File: config.mk
export PLATFORM = sky130hd
export DESIGN_NAME = debug_packet_framer
export DESIGN_NICKNAME = d
export VERILOG_FILES = /design/src/rtl/core/dpf_pkg.sv /design/src/rtl/core/dpf_front.sv /design/src/rtl/core/dpf_queue.sv /design/src/rtl/core/dpf_back.sv /design/src/rtl/core/debug_packet_framer.sv
export SDC_FILE = /design/constraint.sdc
export NUM_CORES = 1
export LEC_CHECK = 0
export ABC_CLOCK_PERIOD_IN_PS = 3700
export BUFFER_PORTS_ARGS = -buffer_cell sky130_fd_sc_hd__buf_2
export CORE_ASPECT_RATIO = 0.6
export CORE_MARGIN = 3
export CORE_UTILIZATION = 40
export CTS_CLUSTER_DIAMETER = 100
export CTS_CLUSTER_SIZE = 24
export DETAILED_ROUTE_END_ITERATION = 6
export PLACE_DENSITY_LB_ADDON = 0.12
export SLEW_MARGIN = 20
export SYNTH_ARGS = -nofsm -noshare
export SYNTH_HDL_FRONTEND = slang
export SYNTH_SLANG_ARGS = --single-unit
File: constraint.sdc
create_clock -name clk -period 3.7 [get_ports clk]
set_clock_uncertainty 0.1 [all_clocks]
set_input_delay 0.37 -clock clk [delete_from_list [all_inputs] [get_ports clk]]
set_output_delay 0.37 -clock clk [all_outputs]
set_load 0.01 [all_outputs]
File: src/rtl/core/dpf_pkg.sv
package dpf_pkg;

  localparam int unsigned QUEUE_DEPTH = 4;

  localparam logic [1:0] KIND_LIT = 2'd0;
  localparam logic [1:0] KIND_HEX = 2'd1;
  localparam logic [1:0] KIND_BIN = 2'd2;

  localparam logic [7:0] CH_START = 8'h24;
  localparam logic [7:0] CH_END   = 8'h23;
  localparam logic [7:0] CH_ESC   = 8'h7d;
  localparam logic [7:0] ESC_XOR  = 8'h20;

  typedef struct packed {
    logic [1:0] kind;
    logic [7:0] data_byte;
    logic       packet_first;
    logic       packet_last;
  } in_item_t;

  typedef struct packed {
    logic [7:0] out_char;
    logic       run_last;
    logic       packet_end;
  } out_item_t;

  // Classified work for the back end: up to two payload characters plus framing flags
  typedef struct packed {
    logic       first;
    logic       last;
    logic       two_chars;
    logic [7:0] c0;
    logic [7:0] c1;
  } job_t;

  typedef enum logic [2:0] {
    PH_START,
    PH_P0,
    PH_P1,
    PH_HASH,
    PH_HI,
    PH_LO
  } phase_t;

  function automatic logic [7:0] hex_digit(input logic [3:0] v);
    logic [7:0] d;
    if (v < 4'd10) begin
      d = 8'h30 + {4'h0, v};
    end else begin
      d = 8'h57 + {4'h0, v};
    end
    return d;
  endfunction

endpackage

File: src/rtl/core/dpf_front.sv
module dpf_front (
  input  logic              in_valid,
  input  dpf_pkg::in_item_t in_data,
  input  logic              q_full,
  output logic              in_stall,
  output logic              q_push,
  output dpf_pkg::job_t     q_job
);

  logic is_special;

  assign is_special = (in_data.data_byte == dpf_pkg::CH_END)
                   || (in_data.data_byte == dpf_pkg::CH_START)
                   || (in_data.data_byte == dpf_pkg::CH_ESC);

  assign in_stall = q_full;
  assign q_push   = in_valid && !q_full;

  always_comb begin
    q_job.first     = in_data.packet_first;
    q_job.last      = in_data.packet_last;
    q_job.two_chars = 1'b0;
    q_job.c0        = in_data.data_byte;
    q_job.c1        = in_data.data_byte;
    unique case (in_data.kind)
      dpf_pkg::KIND_HEX: begin
        q_job.two_chars = 1'b1;
        q_job.c0        = dpf_pkg::hex_digit(in_data.data_byte[7:4]);
        q_job.c1        = dpf_pkg::hex_digit(in_data.data_byte[3:0]);
      end
      dpf_pkg::KIND_BIN: begin
        if (is_special) begin
          q_job.two_chars = 1'b1;
          q_job.c0        = dpf_pkg::CH_ESC;
          q_job.c1        = in_data.data_byte ^ dpf_pkg::ESC_XOR;
        end
      end
      // literal and the unused code pass the byte through
      default: begin
      end
    endcase
  end

endmodule

File: src/rtl/core/dpf_queue.sv
module dpf_queue #(
  parameter int unsigned DEPTH = dpf_pkg::QUEUE_DEPTH
) (
  input  logic          clk,
  input  logic          rst_n,
  input  logic          push,
  input  dpf_pkg::job_t push_job,
  input  logic          pop,
  output logic          full,
  output logic          head_valid,
  output dpf_pkg::job_t head_job
);

  localparam int unsigned AW = (DEPTH > 1) ? $clog2(DEPTH) : 1;
  localparam int unsigned CW = $clog2(DEPTH + 1);
  localparam logic [AW-1:0] LAST_IDX = AW'(DEPTH - 1);

  dpf_pkg::job_t  slots_r [DEPTH];
  logic [AW-1:0]  wr_ptr_r, wr_ptr_nxt;
  logic [AW-1:0]  rd_ptr_r, rd_ptr_nxt;
  logic [CW-1:0]  count_r, count_nxt;

  assign full       = (count_r == CW'(DEPTH));
  assign head_valid = (count_r != '0);
  assign head_job   = slots_r[rd_ptr_r];

  always_comb begin
    wr_ptr_nxt = wr_ptr_r;
    rd_ptr_nxt = rd_ptr_r;
    count_nxt  = count_r;
    if (push) begin
      wr_ptr_nxt = (wr_ptr_r == LAST_IDX) ? '0 : wr_ptr_r + 1'b1;
    end
    if (pop) begin
      rd_ptr_nxt = (rd_ptr_r == LAST_IDX) ? '0 : rd_ptr_r + 1'b1;
    end
    if (push && !pop) begin
      count_nxt = count_r + 1'b1;
    end else if (pop && !push) begin
      count_nxt = count_r - 1'b1;
    end
  end

  always_ff @(posedge clk) begin
    if (!rst_n) begin
      wr_ptr_r <= '0;
      rd_ptr_r <= '0;
      count_r  <= '0;
    end else begin
      wr_ptr_r <= wr_ptr_nxt;
      rd_ptr_r <= rd_ptr_nxt;
      count_r  <= count_nxt;
    end
  end

  always_ff @(posedge clk) begin
    if (push) begin
      slots_r[wr_ptr_r] <= push_job;
    end
  end

  a_no_push_full: assert property (@(posedge clk) disable iff (!rst_n)
    full |-> !push)
    else $error("push into full queue");

  a_no_pop_empty: assert property (@(posedge clk) disable iff (!rst_n)
    pop |-> head_valid)
    else $error("pop from empty queue");

  a_count_bound: assert property (@(posedge clk) disable iff (!rst_n)
    count_r <= CW'(DEPTH))
    else $error("queue count overflow");

endmodule

File: src/rtl/core/dpf_back.sv
module dpf_back (
  input  logic               clk,
  input  logic               rst_n,
  input  logic               q_valid,
  input  dpf_pkg::job_t      q_job,
  output logic               q_pop,
  output logic               out_valid,
  input  logic               out_stall,
  output dpf_pkg::out_item_t out_data
);

  dpf_pkg::phase_t    phase_r, phase_nxt, eff;
  logic [7:0]         sum_r, sum_nxt;
  logic               out_valid_r;
  dpf_pkg::out_item_t out_data_r;
  logic               load;
  logic               done;
  logic [7:0]         ch;

  assign load      = q_valid && (!out_valid_r || !out_stall);
  assign q_pop     = load && done;
  assign out_valid = out_valid_r;
  assign out_data  = out_data_r;

  // skip the start marker when the job does not open a packet
  assign eff = (phase_r == dpf_pkg::PH_START && !q_job.first) ? dpf_pkg::PH_P0 : phase_r;

  // next state
  always_comb begin
    phase_nxt = dpf_pkg::PH_START;
    done      = 1'b0;
    unique case (eff)
      dpf_pkg::PH_START: phase_nxt = dpf_pkg::PH_P0;
      dpf_pkg::PH_P0: begin
        if (q_job.two_chars) begin
          phase_nxt = dpf_pkg::PH_P1;
        end else if (q_job.last) begin
          phase_nxt = dpf_pkg::PH_HASH;
        end else begin
          done = 1'b1;
        end
      end
      dpf_pkg::PH_P1: begin
        if (q_job.last) begin
          phase_nxt = dpf_pkg::PH_HASH;
        end else begin
          done = 1'b1;
        end
      end
      dpf_pkg::PH_HASH: phase_nxt = dpf_pkg::PH_HI;
      dpf_pkg::PH_HI:   phase_nxt = dpf_pkg::PH_LO;
      dpf_pkg::PH_LO:   done = 1'b1;
      default:          done = 1'b1;
    endcase
  end

  // outputs and checksum
  always_comb begin
    ch      = q_job.c0;
    sum_nxt = sum_r;
    unique case (eff)
      dpf_pkg::PH_START: begin
        ch      = dpf_pkg::CH_START;
        sum_nxt = '0;
      end
      dpf_pkg::PH_P0: begin
        ch      = q_job.c0;
        sum_nxt = sum_r + q_job.c0;
      end
      dpf_pkg::PH_P1: begin
        ch      = q_job.c1;
        sum_nxt = sum_r + q_job.c1;
      end
      dpf_pkg::PH_HASH: ch = dpf_pkg::CH_END;
      dpf_pkg::PH_HI:   ch = dpf_pkg::hex_digit(sum_r[7:4]);
      dpf_pkg::PH_LO: begin
        ch      = dpf_pkg::hex_digit(sum_r[3:0]);
        sum_nxt = '0;
      end
      default: begin
      end
    endcase
  end

  always_ff @(posedge clk) begin
    if (!rst_n) begin
      phase_r     <= dpf_pkg::PH_START;
      sum_r       <= '0;
      out_valid_r <= 1'b0;
    end else if (load) begin
      phase_r     <= phase_nxt;
      sum_r       <= sum_nxt;
      out_valid_r <= 1'b1;
    end else if (!out_stall) begin
      out_valid_r <= 1'b0;
    end
  end

  always_ff @(posedge clk) begin
    if (load) begin
      out_data_r.out_char   <= ch;
      out_data_r.run_last   <= done;
      out_data_r.packet_end <= (eff == dpf_pkg::PH_LO);
    end
  end

  a_end_is_last: assert property (@(posedge clk) disable iff (!rst_n)
    out_valid_r && out_data_r.packet_end |-> out_data_r.run_last)
    else $error("packet end without run end");

  a_mid_job_head: assert property (@(posedge clk) disable iff (!rst_n)
    phase_r != dpf_pkg::PH_START |-> q_valid)
    else $error("job head lost mid sequence");

  a_hash_then_hi: assert property (@(posedge clk) disable iff (!rst_n)
    load && eff == dpf_pkg::PH_HASH |=> phase_r == dpf_pkg::PH_HI)
    else $error("checksum digits do not follow end marker");

endmodule

File: src/rtl/core/debug_packet_framer.sv
// Debug packet framer: takes one payload byte per beat and emits the framed
// character stream ('$', payload characters, '#', two checksum hex digits),
// one character per beat on the out channel. A front end classifies each
// beat into one or two payload characters and queues it; the back end
// sequencer emits one character per cycle while an item is queued and the out
// channel does not stall, so an item yields 1 to 6 characters (its first
// payload character plus start marker, second hex or escape character and
// three trailer characters, as they apply). The output register lets the
// back end load a new character in the same cycle the previous one is taken,
// and the QDEPTH-item queue keeps the input taking beats during a long item.
module debug_packet_framer #(
  parameter int unsigned QDEPTH = dpf_pkg::QUEUE_DEPTH
) (
  input  logic               clk,
  input  logic               rst_n,
  input  logic               in_valid,
  output logic               in_stall,
  input  dpf_pkg::in_item_t  in_data,
  output logic               out_valid,
  input  logic               out_stall,
  output dpf_pkg::out_item_t out_data
);

  logic          q_push;
  logic          q_pop;
  logic          q_full;
  logic          q_valid;
  dpf_pkg::job_t push_job;
  dpf_pkg::job_t head_job;

  dpf_front u_front (
    .in_valid (in_valid),
    .in_data  (in_data),
    .q_full   (q_full),
    .in_stall (in_stall),
    .q_push   (q_push),
    .q_job    (push_job)
  );

  dpf_queue #(
    .DEPTH (QDEPTH)
  ) u_queue (
    .clk        (clk),
    .rst_n      (rst_n),
    .push       (q_push),
    .push_job   (push_job),
    .pop        (q_pop),
    .full       (q_full),
    .head_valid (q_valid),
    .head_job   (head_job)
  );

  dpf_back u_back (
    .clk       (clk),
    .rst_n     (rst_n),
    .q_valid   (q_valid),
    .q_job     (head_job),
    .q_pop     (q_pop),
    .out_valid (out_valid),
    .out_stall (out_stall),
    .out_data  (out_data)
  );

endmodule
==> results, run 1 <==
- The utilization after layout is 46.7%.
- 0 antenna diodes ended up in the layout.
- The startpoint-to-endpoint class of the critical path is reg -> reg.
- The number of global-route vias before repair is 3379.
- The number of max-slew violations in the final report is 0.
- The die covers 0.0152 sq mm.
- The layout overhead on the synthesized area is 11.7%.
- The maximum fanout along the worst path is 15.
- The most common cell after layout, fill and taps aside is edfxtp_1.
- Each instance of the synthesized netlist takes up on average 12.3 sq um.
- The most numerous cell on the critical path is o21ai_0.
- Summing over every cut layer, the via total after detailed routing is 3632.
- The initial antenna violation count is 0.
- The largest single stage delay on the critical path is 580 ps.
- In this run, CTS created clock tree buffers numbering 9.
- At the worst endpoint, the arrival time is 3190 ps.
- After technology mapping, the gate count stands at 445.
- Input and output buffers added on the ports amount to 27.
- Entering global routing, the biggest net connects 22 pins.
- The pin slew with the least headroom to its limit is 744 ps.
- The count of state elements after synthesis is 107.
- The largest individual stage delay along the critical path comes from the cell mux4_2.
- The starting density of the core is 41.8%.
- The minimum period implied by the final worst setup slack is 3050 ps.
- IR analysis of the VDD net gives a maximum drop of 314 uV.
- The clock edge transition at the registers on the reported setup and hold paths is 80 ps.
- The kind of start point of the critical path is a flip-flop.
- The final-stage net count is 516.
- In this run the tightest slew margin relative to its limit is 49.1%.
- Setup violations remaining at the end of the flow were counted as 0.
- After synthesis, the netlist uses 58 different library cells.
- The first global-routing pass estimated 19000 microns of wire.
- The number of gates resized after CTS was 0.
- In the layout the commonest cells are 86 x edfxtp_1, 32 x nand2_1, 30 x a21oi_1, 29 x inv_1.
- At the end of routability-driven placement, the weighted congestion stood at 0.854.
- The synthesized design contains 86 enable-type register cells.
- The root buffer cell is clkbuf_16.
- Counting flops with an async set or reset pin after synthesis yields a share of 0%.
- The tightest min-delay check is of the in -> reg type.
- The placement-stage cell area is 0.00581 sq mm.
- The met1 track demand over resource is 26.9%.
- The post-CTS repair timing setup buffer count is 0.
- After Yosys synthesis, XOR and XNOR cells account for 1.12% of the synthesized area.
- Of the post-synthesis cell area, the dominant cell type holds 47.2%.
- Derived from the worst setup path, the maximum achievable clock frequency is 328 MHz.
- The detailed placement HPWL is 8850 microns.
- For this run, the number of Yosys warnings is 0.
- The critical path goes through buf_4 -> mux4_2 -> mux2_2 -> ha_1 -> inv_1 -> fa_1 -> nor2b_1 -> o21ai_0 -> a2111oi_0 -> a311oi_1 -> o21ai_0.
- The leftover overflow at the end of global routing is 0.
- Counting instances, the worst hold path has a depth of 1.
- The initialized floorplan defines 32 standard-cell rows.
- The overall die height is 96.6 microns.
- After detailed routing, the average wire length per cell comes to 18.7 microns.
- The number of hold-slack violations in the final timing report is 0.
- For the final routed database, the setup TNS stands at 0 ps.
- In this run the count of I/O pins placed on the die edge is 28.
- The tree built by TritonCTS fans out to 107 sinks.
- The dominant combinational cell family by area after synthesis is compound AO/OA/AOI/OAI gates.
- The H-tree depth is 3.
- The peak-usage layer in the global routing report is met1.
- TritonCTS built the clock tree.
- After Yosys synthesis, and, or, nand and nor cells account for 9.78% of the synthesized area.
- Counting along the longest clock path gives a buffer depth of 2.
- The run finished with clean final reports.
- Once layout is done, the placed cells without fillers occupy 0.00611 sq mm.
- The mean number of vias per cell is 5.60.
- The post-synthesis compound-gate area fraction is 13.0%.
- The core region is 0.0131 sq mm.
- For this run, global-route usage on met2 was measured as 21.7%.
- The post-synthesis share of cell area spent on full adders, half adders and majority gates is 6.44%.
- For the worst-skew pair, the clock arrives at the later sink with an insertion delay of 350 ps.
- In this run the static leakage power is 2.22 nW.
- In this run the horizontal extent of the chip is 157 microns.
- In the routed design, unresolved DRC markers number 0.
- Dividing total power by cell area gives a power density of 769 mW/mm^2.
- The residual antenna-violating net count after detailed routing is 0.
- The quantity of hold-fixing buffers added after cts is 0.
- When the netlist entered floorplanning its net count stood at 488.
- The required time at the worst-slack endpoint is 3840 ps.
- The cell area after synthesis is 0.00548 sq mm.
- The number of cell instances on the worst register-to-register path is 11.
- The tool flagged a number of max-cap violations equal to 0.
- The largest area contributor in the synthesized netlist is edfxtp_1.
- Summed over all layers, the routed wires come to 12100 microns.
- After layout, the worst path uses 82.5% of the clock period.
- The proportion of synthesized area in mux cells is 10.8%.
- Cells with a size suffix above 1 make up 17.4% of the layout.
- The first-pass detailed-route iteration total is 7.
- The critical path endpoint category is a flip-flop.
- Ranked by total cell area, the synthesized netlist is headed by edfxtp_1 47%, dfxtp_1 7.7%, mux4_2 6.2%.
- The post-synthesis sequential area ratio is 54.8%.
- The design draws 4.70 mW.
- The met3 track utilization from global routing is 3.04%.
- The global-route usage over all layers is 16.2%.
- In the synthesized netlist the dominant register cell turns out to be edfxtp_1.
- The first routing iteration left 330 violations.
- Setup repair after global routing left no endpoint under its margin.
==> critical path, delay by kind of cell (launching register included) <==
| family | cells | cell delay (ps) |
|---|---|---|
| compound gates | 4 | 810 |
| fa+ha+maj | 2 | 410 |
| buf+inv | 2 | 360 |
| flops | 1 | 330 |
| mux | 2 | 870 |
| simple gates | 1 | 50 |
==> layer usage <==
layer	wire length, microns	vias to the layer above
met4	112	0
met5	0	-
li1	-	1739
met3	736	11
met1	6320	1775
met2	4920	107
==> per-stage QoR <==
stage               hold WS [ps]  setup slack [ps]  std cells
CTS                          122               642        648
finish                       138               648        648
global route                 128               406        648
floorplan                    349               712        445
detailed placement           358               661        632
global placement             352               681        632
==> flip-flops by register name, summed over array words and instances (netlist names), named ones only <==
name              flops
u_queue.count_r       3
u_queue.slots_r      76
u_queue.wr_ptr_r      2
u_back.out_data      10
u_back.out_valid      1
u_queue.rd_ptr_r      2
u_back.sum_r          8
u_back.phase_r        3
==> logic make-up (layout without fill, tap and decap cells) <==
kind of cell | Yosys count | in the layout
buffers and inverters | 52 | 85
xor gates and xnor gates | 7 | 7
adders and majority gates | 27 | 27
and+or+nand+nor | 109 | 109
muxes | 33 | 33
AOI/OAI and AO/OA | 110 | 110
DFF | 107 | 107
==> final timing paths <==
check | endpoint | startpoint | slack (ps)
setup / recovery | u_back.sum_r[6]$_SDFFE_PN0P_ | flip-flop | 650
setup reg to reg | u_back.sum_r[6]$_SDFFE_PN0P_ | flip-flop | 650
hold reg to reg | u_back.out_valid$_SDFFE_PN0P_ | u_back.out_valid$_SDFFE_PN0P_ | 360
hold / removal | u_queue.slots_r[1][17]$_DFFE_PP_ | in_data[0] | 140
==> Yosys cell counts (7+ instances only) <==
master and number:
edfxtp_1 86, nand2_1 32, a21oi_1 30, inv_1 29, nor2_1 27, ha_1 25, o21ai_0 24, dfxtp_1 21
clkbuf_1 18, mux4_2 15, nand3_1 10, mux2_2 8, nor3_1 7
==> report_power, final <==
group / switching (mW) / internal [mW] / total, mW
Combinational: 1.17 / 0.830 / 2.00
Sequential: 0.146 / 1.60 / 1.75
Clock: 0.469 / 0.482 / 0.951
==> layout make-up <==
type                            count  area (sq um)
Inverter                           29           109
Tap cell                          170           213
Timing Repair Buffer               40           233
Sequential cell                   107          3000
Clock buffer                        9           225
Clock inverter                      7          77.6
Multi-Input combinational cell    286          2250
Fill cell                        1184          6980
No activity file was read; power rests on OpenSTA's default activity.
==> run 2: changes to the inputs <==
Settings changed: ABC_AREA set to 1, ABC_CLOCK_PERIOD_IN_PS 3700 to 2500.
Clock period 3.7 ns to 2.5 ns, I/O delays scaled along.
==> run 2 against run 1 <==
Area after synthesis rose by 0.37%. Final area grew 9.0%. Routed wire length up 15%. Synthesized cell count up 27%. Critical path depth increased by 2. Sequential power rose by 49%. Sequential share of layout area shrank 3.9 points. Combinational power is 120% higher. Largest cell class unchanged.
==> results, run 2 <==
- For this run, the slowest stage of the critical path takes 400 ps.
- By startpoint and endpoint, the worst setup path is classified as reg -> reg.
- The total power of the final layout is 8.48 mW.
- Synthesis inferred 107 register bits.
- Of the cells placed in the final design, the portion with a size suffix greater than 1 is 27.1%.
- Routability-driven placement finished with a final weighted congestion of 0.867.
- The worst path uses 95.8% of the clock period.
- The per-cell routed wire length is 17.1 microns.
- The register with the most flip-flops is u_queue.slots_r.
- After clock tree synthesis, the clock-pin slew on the worst setup and hold paths is 70 ps.
- IR analysis of the VDD net gives a maximum drop of 462 uV.
- Along the worst path, the maximum fanout reaches 6.
- The sequential cell area is 0.00301 sq mm.
- After global routing the overflow that remains totals 0.
- For this design, the slowest cell found on the critical path is dfxtp_4.
- After detailed routing, the number of remaining DRC violations is 0.
- During synthesis, Yosys emitted a total of 0 warnings.
- The quantity of hold-fixing buffers added after cts is 0.
- The root buffer cell is clkbuf_16.
- The number of enable flip-flop cells after synthesis is 86.
- The number of top-level design ports is 28.
- The iteration-0 DRC count of the detailed router is 260.
- The mean number of vias per cell is 5.24.
- The most common cell in the synthesized netlist is nand2_1.
- The number of hold-slack violations in the final timing report is 0.
- The first global-routing pass estimated 21900 microns of wire.
- In this run the standard cell core region covers 0.0131 sq mm.
- In the layout the commonest cells are 118 x nand2_1, 86 x edfxtp_1, 58 x inv_1, 45 x buf_4, 37 x nor2_1.
- Relative to the synthesized area, the layout overhead comes to 21.2%.
- The number of distinct standard cells referenced by the synthesized netlist is 46.
- The maximum clock frequency is 418 MHz.
- The non-filler instance count after layout is 816.
- The flip-flop count of the largest register, all copies and words added is 76.
- Of all cell types, the one taking the most synthesized area is edfxtp_1.
- The combined area of the multi-input logic cells is 0.00229 sq mm.
- The starting density of the core is 41.8%.
- The post-synthesis sequential area ratio is 54.6%.
- At the placement stage, the worst setup path has a slack of -59.7 ps.
- The clock tree from TritonCTS is done.
- The final setup violation count is 0.
- Traced cell by cell, the critical path runs through buf_8 -> nand2_2 -> a32o_2 -> o21ai_2 -> ha_2 -> inv_2 -> fa_2 -> inv_2 -> nand4_1 -> o211ai_1 -> xor2_1 -> nand2_1 -> a21oi_1.
- After synthesis, the cell types taking the most area are edfxtp_1 47%, nand2_1 8.5%, dfxtp_1 7.7%.
- The pin count of the biggest net entering global routing is 21.
- Data on the critical path arrives at its endpoint at 2570 ps.
- The clock tree synthesis step divided the H-tree into 3 levels.
- The top flip-flop cell by instance count after synthesis is edfxtp_1.
- The worst path meets setup with 105 ps of slack.
- The total via count in the routed design is 4274.
- The area of the die is 0.0152 sq mm.
- The commonest cells after synthesis are 124 x nand2_1, 86 x edfxtp_1, 61 x inv_1.
- The kind of start point of the critical path is a flip-flop.
- In the synthesized netlist the async set-or-reset flop fraction comes to 0%.
- The initial antenna violation count was 0.
- The maximum count of clock buffers along a single path is 2.
- Wires add up to 13900 microns.
- The number of global-route vias before repair came to 4049.
- Setup repair after global routing could not meet its margin everywhere.
- The count of antenna diodes in the layout is 0.
- The first-pass detailed-route iteration total is 5.
- The cell area after synthesis is 0.00550 sq mm.
- The detailed placement HPWL is 10200 microns.
- The library cell used most frequently in the layout, excluding fill and tap cells, is nand2_1.
- The number of max-slew violations in the final report is 0.
- Synthesis produced 565 cells.
- The residual antenna-violating net count after detailed routing is 0.
- TritonCTS created 9 clock buffers.
- The power density over the cells is 1270 mW/mm^2.
- The tightest min-delay check is of the in -> reg type.
- The number of maximum-capacitance violations is 0.
- The floorplan step set the die height to 96.8 microns.
- The final-layout setup total negative slack is 0 ps.
- The number of input and output port buffers inserted is 27.
- The clock latency on the worst-skew pair is 350 ps.
- The critical path endpoint category is a flip-flop.
- The net count after synthesis is 608.
- The minimum period implied by the final worst setup slack is 2400 ps.
- After synthesis, the largest area contributor takes up 47.0% of total cell area.
- The number of fill cells in the layout is 1214.
- The most numerous cell on the critical path is inv_2.
- The headroom to the max-slew limit is 63.2%.
- Counting tap cells, the placed design contains a total of 786 instances.
- The run finished with clean final reports.
- For the worst setup path, the data required time is 2680 ps.
- The number of clock sinks is 107.
- From left edge to right edge, the die measures 157 microns.
- The pin slew with the least headroom to its limit is 551 ps.
- The leakage dissipation is 2.76 nW.
- The global-route usage over all layers is 18.6%.
- The average cell area after synthesis is 9.73 sq um.
- After floorplanning, the core was divided into 32 placement rows.
- For this run, the post-layout net count is 684.
-- run 2: worst max-delay path, delay by kind of cell (launching register included) --
| family | cells | cell delay [ps] |
|---|---|---|
| buffers and inverters | 3 | 260 |
| AND/OR/NAND/NOR | 3 | 170 |
| adder cells (fa/ha/maj) | 2 | 600 |
| XOR/XNOR | 1 | 160 |
| flip-flops | 1 | 400 |
| AO/OA/AOI/OAI | 4 | 640 |
-- run 2: per-stage QoR --
stage                     utilization, %  hold WS [ps]  area (sq um)
after floorplan                        -           249          5500
after global placement              46.1           366          6050
after detailed placement            46.1           365          6050
after CTS                           48.6          8.28          6380
after global routing                50.7          12.2          6660
final                               50.7          17.1          6660
-- run 2: cells by family after synthesis --
group | synth area share, %
adders and majority gates | 6.42
muxes | 0.182
and+or+nand+nor | 19.1
xor gates and xnor gates | 0.478
DFF | 54.6
buffers and inverters | 6.92
AOI/OAI and AO/OA | 12.3
-- run 2: area by class of cell --
class	instances	area share, %
flip-flops and latches	107	45.2
clock buffers	10	3.44
inverters	70	4.11
well taps	170	3.19
repair buffers	80	8.77
multi-input cells	373	34.3
clock inverters	6	0.977
-- run 2: final timing paths --
| kind | startpoint | endpoint | slack (ps) | depth (start not counted) |
|---|---|---|---|---|
| setup / recovery | flip-flop | u_back.sum_r[6]$_SDFFE_PN0P_ | 100 | 13 |
| hold / removal | in_data[0] | u_queue.slots_r[1][17]$_DFFE_PP_ | 20 | 1 |
| setup reg to reg | flip-flop | u_back.sum_r[6]$_SDFFE_PN0P_ | 100 | 13 |
| hold reg to reg | u_back.sum_r[7]$_SDFFE_PN0P_ | u_back.sum_r[7]$_SDFFE_PN0P_ | 390 | 2 |
-- run 2: report_power, final --
group | internal, mW | leakage [nW] | switching, mW | total, mW
clock | 0.779 | 0.143 | 0.632 | 1.41
combinational | 1.82 | 1.64 | 2.64 | 4.46
sequential | 2.41 | 0.978 | 0.203 | 2.61
-- run 2: routing by layer --
layer  GRT usage, %  routed length, microns  share of wire, %
met1           30.0                    7230                52
met2           25.3                    5820                42
met3           3.71                     728               5.2
met4           4.40                     142               1.0
met5              0                       0                 0
-- run 2: what timing repair did --
| action | 4_1_cts | 5_1_grt |
|---|---|---|
| gates resized for setup | 9 | 60 |
| pin swaps | 2 | 28 |
| setup buffers | 1 | 13 |
| endpoints found under the setup margin | 4 | 7 |
==> run 3: changes to the inputs <==
Settings changed: ABC_AREA 1 to not set.
==> run 3 against run 2 <==
The run now ends with setup timing left. Count of clock-buffer cells in the layout did not move. Fmax fell by 12%. Non-clock buffer count rose by 4. Critical path type unchanged. Largest power group unchanged.
==> results, run 3 (same netlist as run 1, synthesis figures left out) <==
- After layout, the minimum clock period comes to 2710 ps.
- The starting density of the core is 41.8%.
- Timing would allow up to 369 MHz.
- The critical path is of the reg -> reg type.
- The register with the most flip-flops is u_queue.slots_r.
- In this design, the stage delay of the slowest critical-path cell is 530 ps.
- The clock tree from TritonCTS is done.
- In this run the register-to-register setup slack is -210 ps.
- Headroom to the max-slew limit came out at 55.2%.
- Once detail routing completed, the nets flagged for antenna violations numbered 0.
- Counting every sink on the clock net gives 107.
- The final worst setup slack is -210 ps.
- The total clock buffers created by CTS is 9.
- The root buffer cell chosen for the clock tree is clkbuf_16.
- The area of the die is 0.0152 sq mm.
- Walking the worst path, the cells encountered are buf_4 -> buf_12 -> buf_16 -> mux4_2 -> mux2_2 -> ha_4 -> inv_1 -> a21o_1 -> a311oi_2 -> o21ai_1.
- Power spread over the standard cell area amounts to 1220 mW/mm^2.
- The clock edge transition at the registers on the reported setup and hold paths is 80 ps.
- The initial antenna violation count is 0.
- IR analysis of the VDD net gives a maximum drop of 463 uV.
- Dividing the detail-routed via count by the number of cells gives 5.63.
- On the final layout, the worst hold slack is 25.6 ps.
- The number of top-level design ports is 28.
- In this run the core area contains 32 standard-cell rows.
- The leftover overflow at the end of global routing is 0.
- Setup repair after global routing could not meet its margin everywhere.
- In the final layout, the multi-input gates occupy 0.00245 sq mm.
- The post-route netlist has 29.5% of its cells at a drive strength greater than 1.
- The buffering stage count on the worst path with inverters included is 4.
- Counting the fill cells in the layout gives 1116.
- The H-tree depth is 3.
- The final critical path takes up 108% of the cycle.
- STA classifies the critical path startpoint as a flip-flop.
- The reg-to-reg endpoint is u_back.sum_r[6]$_SDFFE_PN0P_.
- The number of antenna diodes in the final layout is 0.
- The launch instance of the worst min-delay path is in_data[0].
- Entering global routing, the biggest net connects 21 pins.
- For this run, the post-layout net count is 560.
- The die is 96.6 microns tall.
- The final-layout setup total negative slack is -844 ps.
- At the end of the flow the core is filled with cells to 51.3%.
- The layout overhead on the synthesized area is 22.7%.
- The leakage dissipation is 2.47 nW.
- The flip-flop count of the largest register, all copies and words added is 76.
- The kind of cell adding the most delay to the critical path is multiplexers.
- For the worst flop-to-flop path, the logic depth is 10.
- The per-cell routed wire length is 19.1 microns.
- Measured along the x axis, the die boundary spans 157 microns.
- The number of input and output port buffers inserted is 27.
- The first detailed-routing pass took 5 iterations.
- The number of hold-slack violations in the final timing report is 0.
- STA puts the critical path data required time at 2640 ps.
- At the later pin of the worst-skew pair, clock insertion delay measures 340 ps.
- Counting along the longest clock path gives a buffer depth of 2.
- Excluding fillers, the count of instances in the completed layout stands at 692.
- The number of global-route vias before repair is 3837.
- The final setup violation count is 7.
- The library cell used most frequently in the layout, excluding fill and tap cells, is edfxtp_1.
- The cell total after placement is 666.
- The critical path endpoint category is a flip-flop.
- Summing all flip-flop and latch instances after layout gives 0.00301 sq mm.
- The flow ran to the end, but the final reports show violations.
- In the layout the commonest cells are 86 x edfxtp_1, 51 x buf_4, 32 x nand2_1, 28 x a21oi_1.
- Of all nets on the critical path, the largest fanout is 6.
- Routability-driven placement finished with a final weighted congestion of 0.847.
- The pin slew with the least headroom to its limit is 665 ps.
- The master of the slowest instance on the critical path is mux4_2.
- The first routing iteration left 302 violations.
- The path with the worst hold slack has its endpoint at u_queue.slots_r[2][17]$_DFFE_PP_.
- Across all layers, the routed design uses 3898 vias.
- The area of the core is 0.0131 sq mm.
- The detailed placement HPWL is 9230 microns.
- The number of maximum-capacitance violations is 0.
- The min-delay analysis places its worst path in the category in -> reg.
- The DRC violation count after routing is 0.
- The worst hold path depth is 1.
- Wires add up to 13200 microns.
- At the worst endpoint, the arrival time is 2850 ps.
- The global-route usage over all layers is 17.6%.
- The first global-routing pass estimated 20700 microns of wire.
- The number of max-slew violations in the final report is 0.
- The checks that failed: setup timing.
[run 3: changes by cell type in the layout (fill, tap and decap cells not counted), sizes merged, moves of 8 or more]
cell / previous run / this run
inv: 70 / 32
mux2: 0 / 8
mux4: 0 / 19
nor2: 41 / 27
nand3: 44 / 10
nand2: 130 / 32
o21ai: 45 / 24
[run 3: report_power, final]
| part | internal, mW | switching, mW | leakage, nW |
|---|---|---|---|
| Sequential | 2.38 | 0.223 | 0.974 |
| Clock | 0.803 | 0.680 | 0.152 |
| Combinational | 1.94 | 2.15 | 1.35 |
| Total | 5.12 | 3.06 | 2.47 |
[run 3: worst max-delay path by stage]
stage	startpoint	endpoint	slack, ps	cells past startpoint
floorplan	flip-flop	u_back.sum_r[6]$_SDFFE_PN0P_	-140	12
global placement	flip-flop	u_back.sum_r[6]$_SDFFE_PN0P_	-250	11
detailed placement	flip-flop	u_back.sum_r[6]$_SDFFE_PN0P_	-310	11
CTS	flip-flop	u_back.sum_r[6]$_SDFFE_PN0P_	-170	11
global route	flip-flop	u_back.sum_r[6]$_SDFFE_PN0P_	-340	11
finish	flip-flop	u_back.sum_r[6]$_SDFFE_PN0P_	-210	10
[run 3: metal layers]
metal  share of wire, %  GRT usage, %  vias to the layer above  wire, microns
met1                 49          27.5                     1936           6510
met5                  0             0                        -              0
met2                 43          24.6                      125           5700
li1                   -             -                     1830              -
met4               0.57          3.47                        0             75
met3                7.0          4.56                        7            931
[run 3: what timing repair did]
action | CTS | global route
buffers inserted | 4 | 6
pin swaps | 7 | 13
endpoints found under the setup margin | 7 | 9
cloned | 1 | 0
hold buffers | 0 | 0
resized for setup | 18 | 14
[run 3: final cells by class]
cell class / count / area share (%)
Sequential cell: 107 / 44.7
Multi-Input combinational cell: 286 / 36.5
Timing Repair Buffer: 84 / 9.35
Clock buffer: 10 / 3.41
Tap cell: 170 / 3.17
Inverter: 29 / 1.62
Clock inverter: 6 / 1.25
[run 3: per-stage QoR]
stage	total power, mW	setup WS [ps]	cell area, sq um
floorplan	4.98	-139	5580
global placement	6.11	-254	6180
detailed placement	6.14	-308	6180
CTS	7.95	-165	6610
global route	8.71	-341	6720
finish	8.18	-210	6720
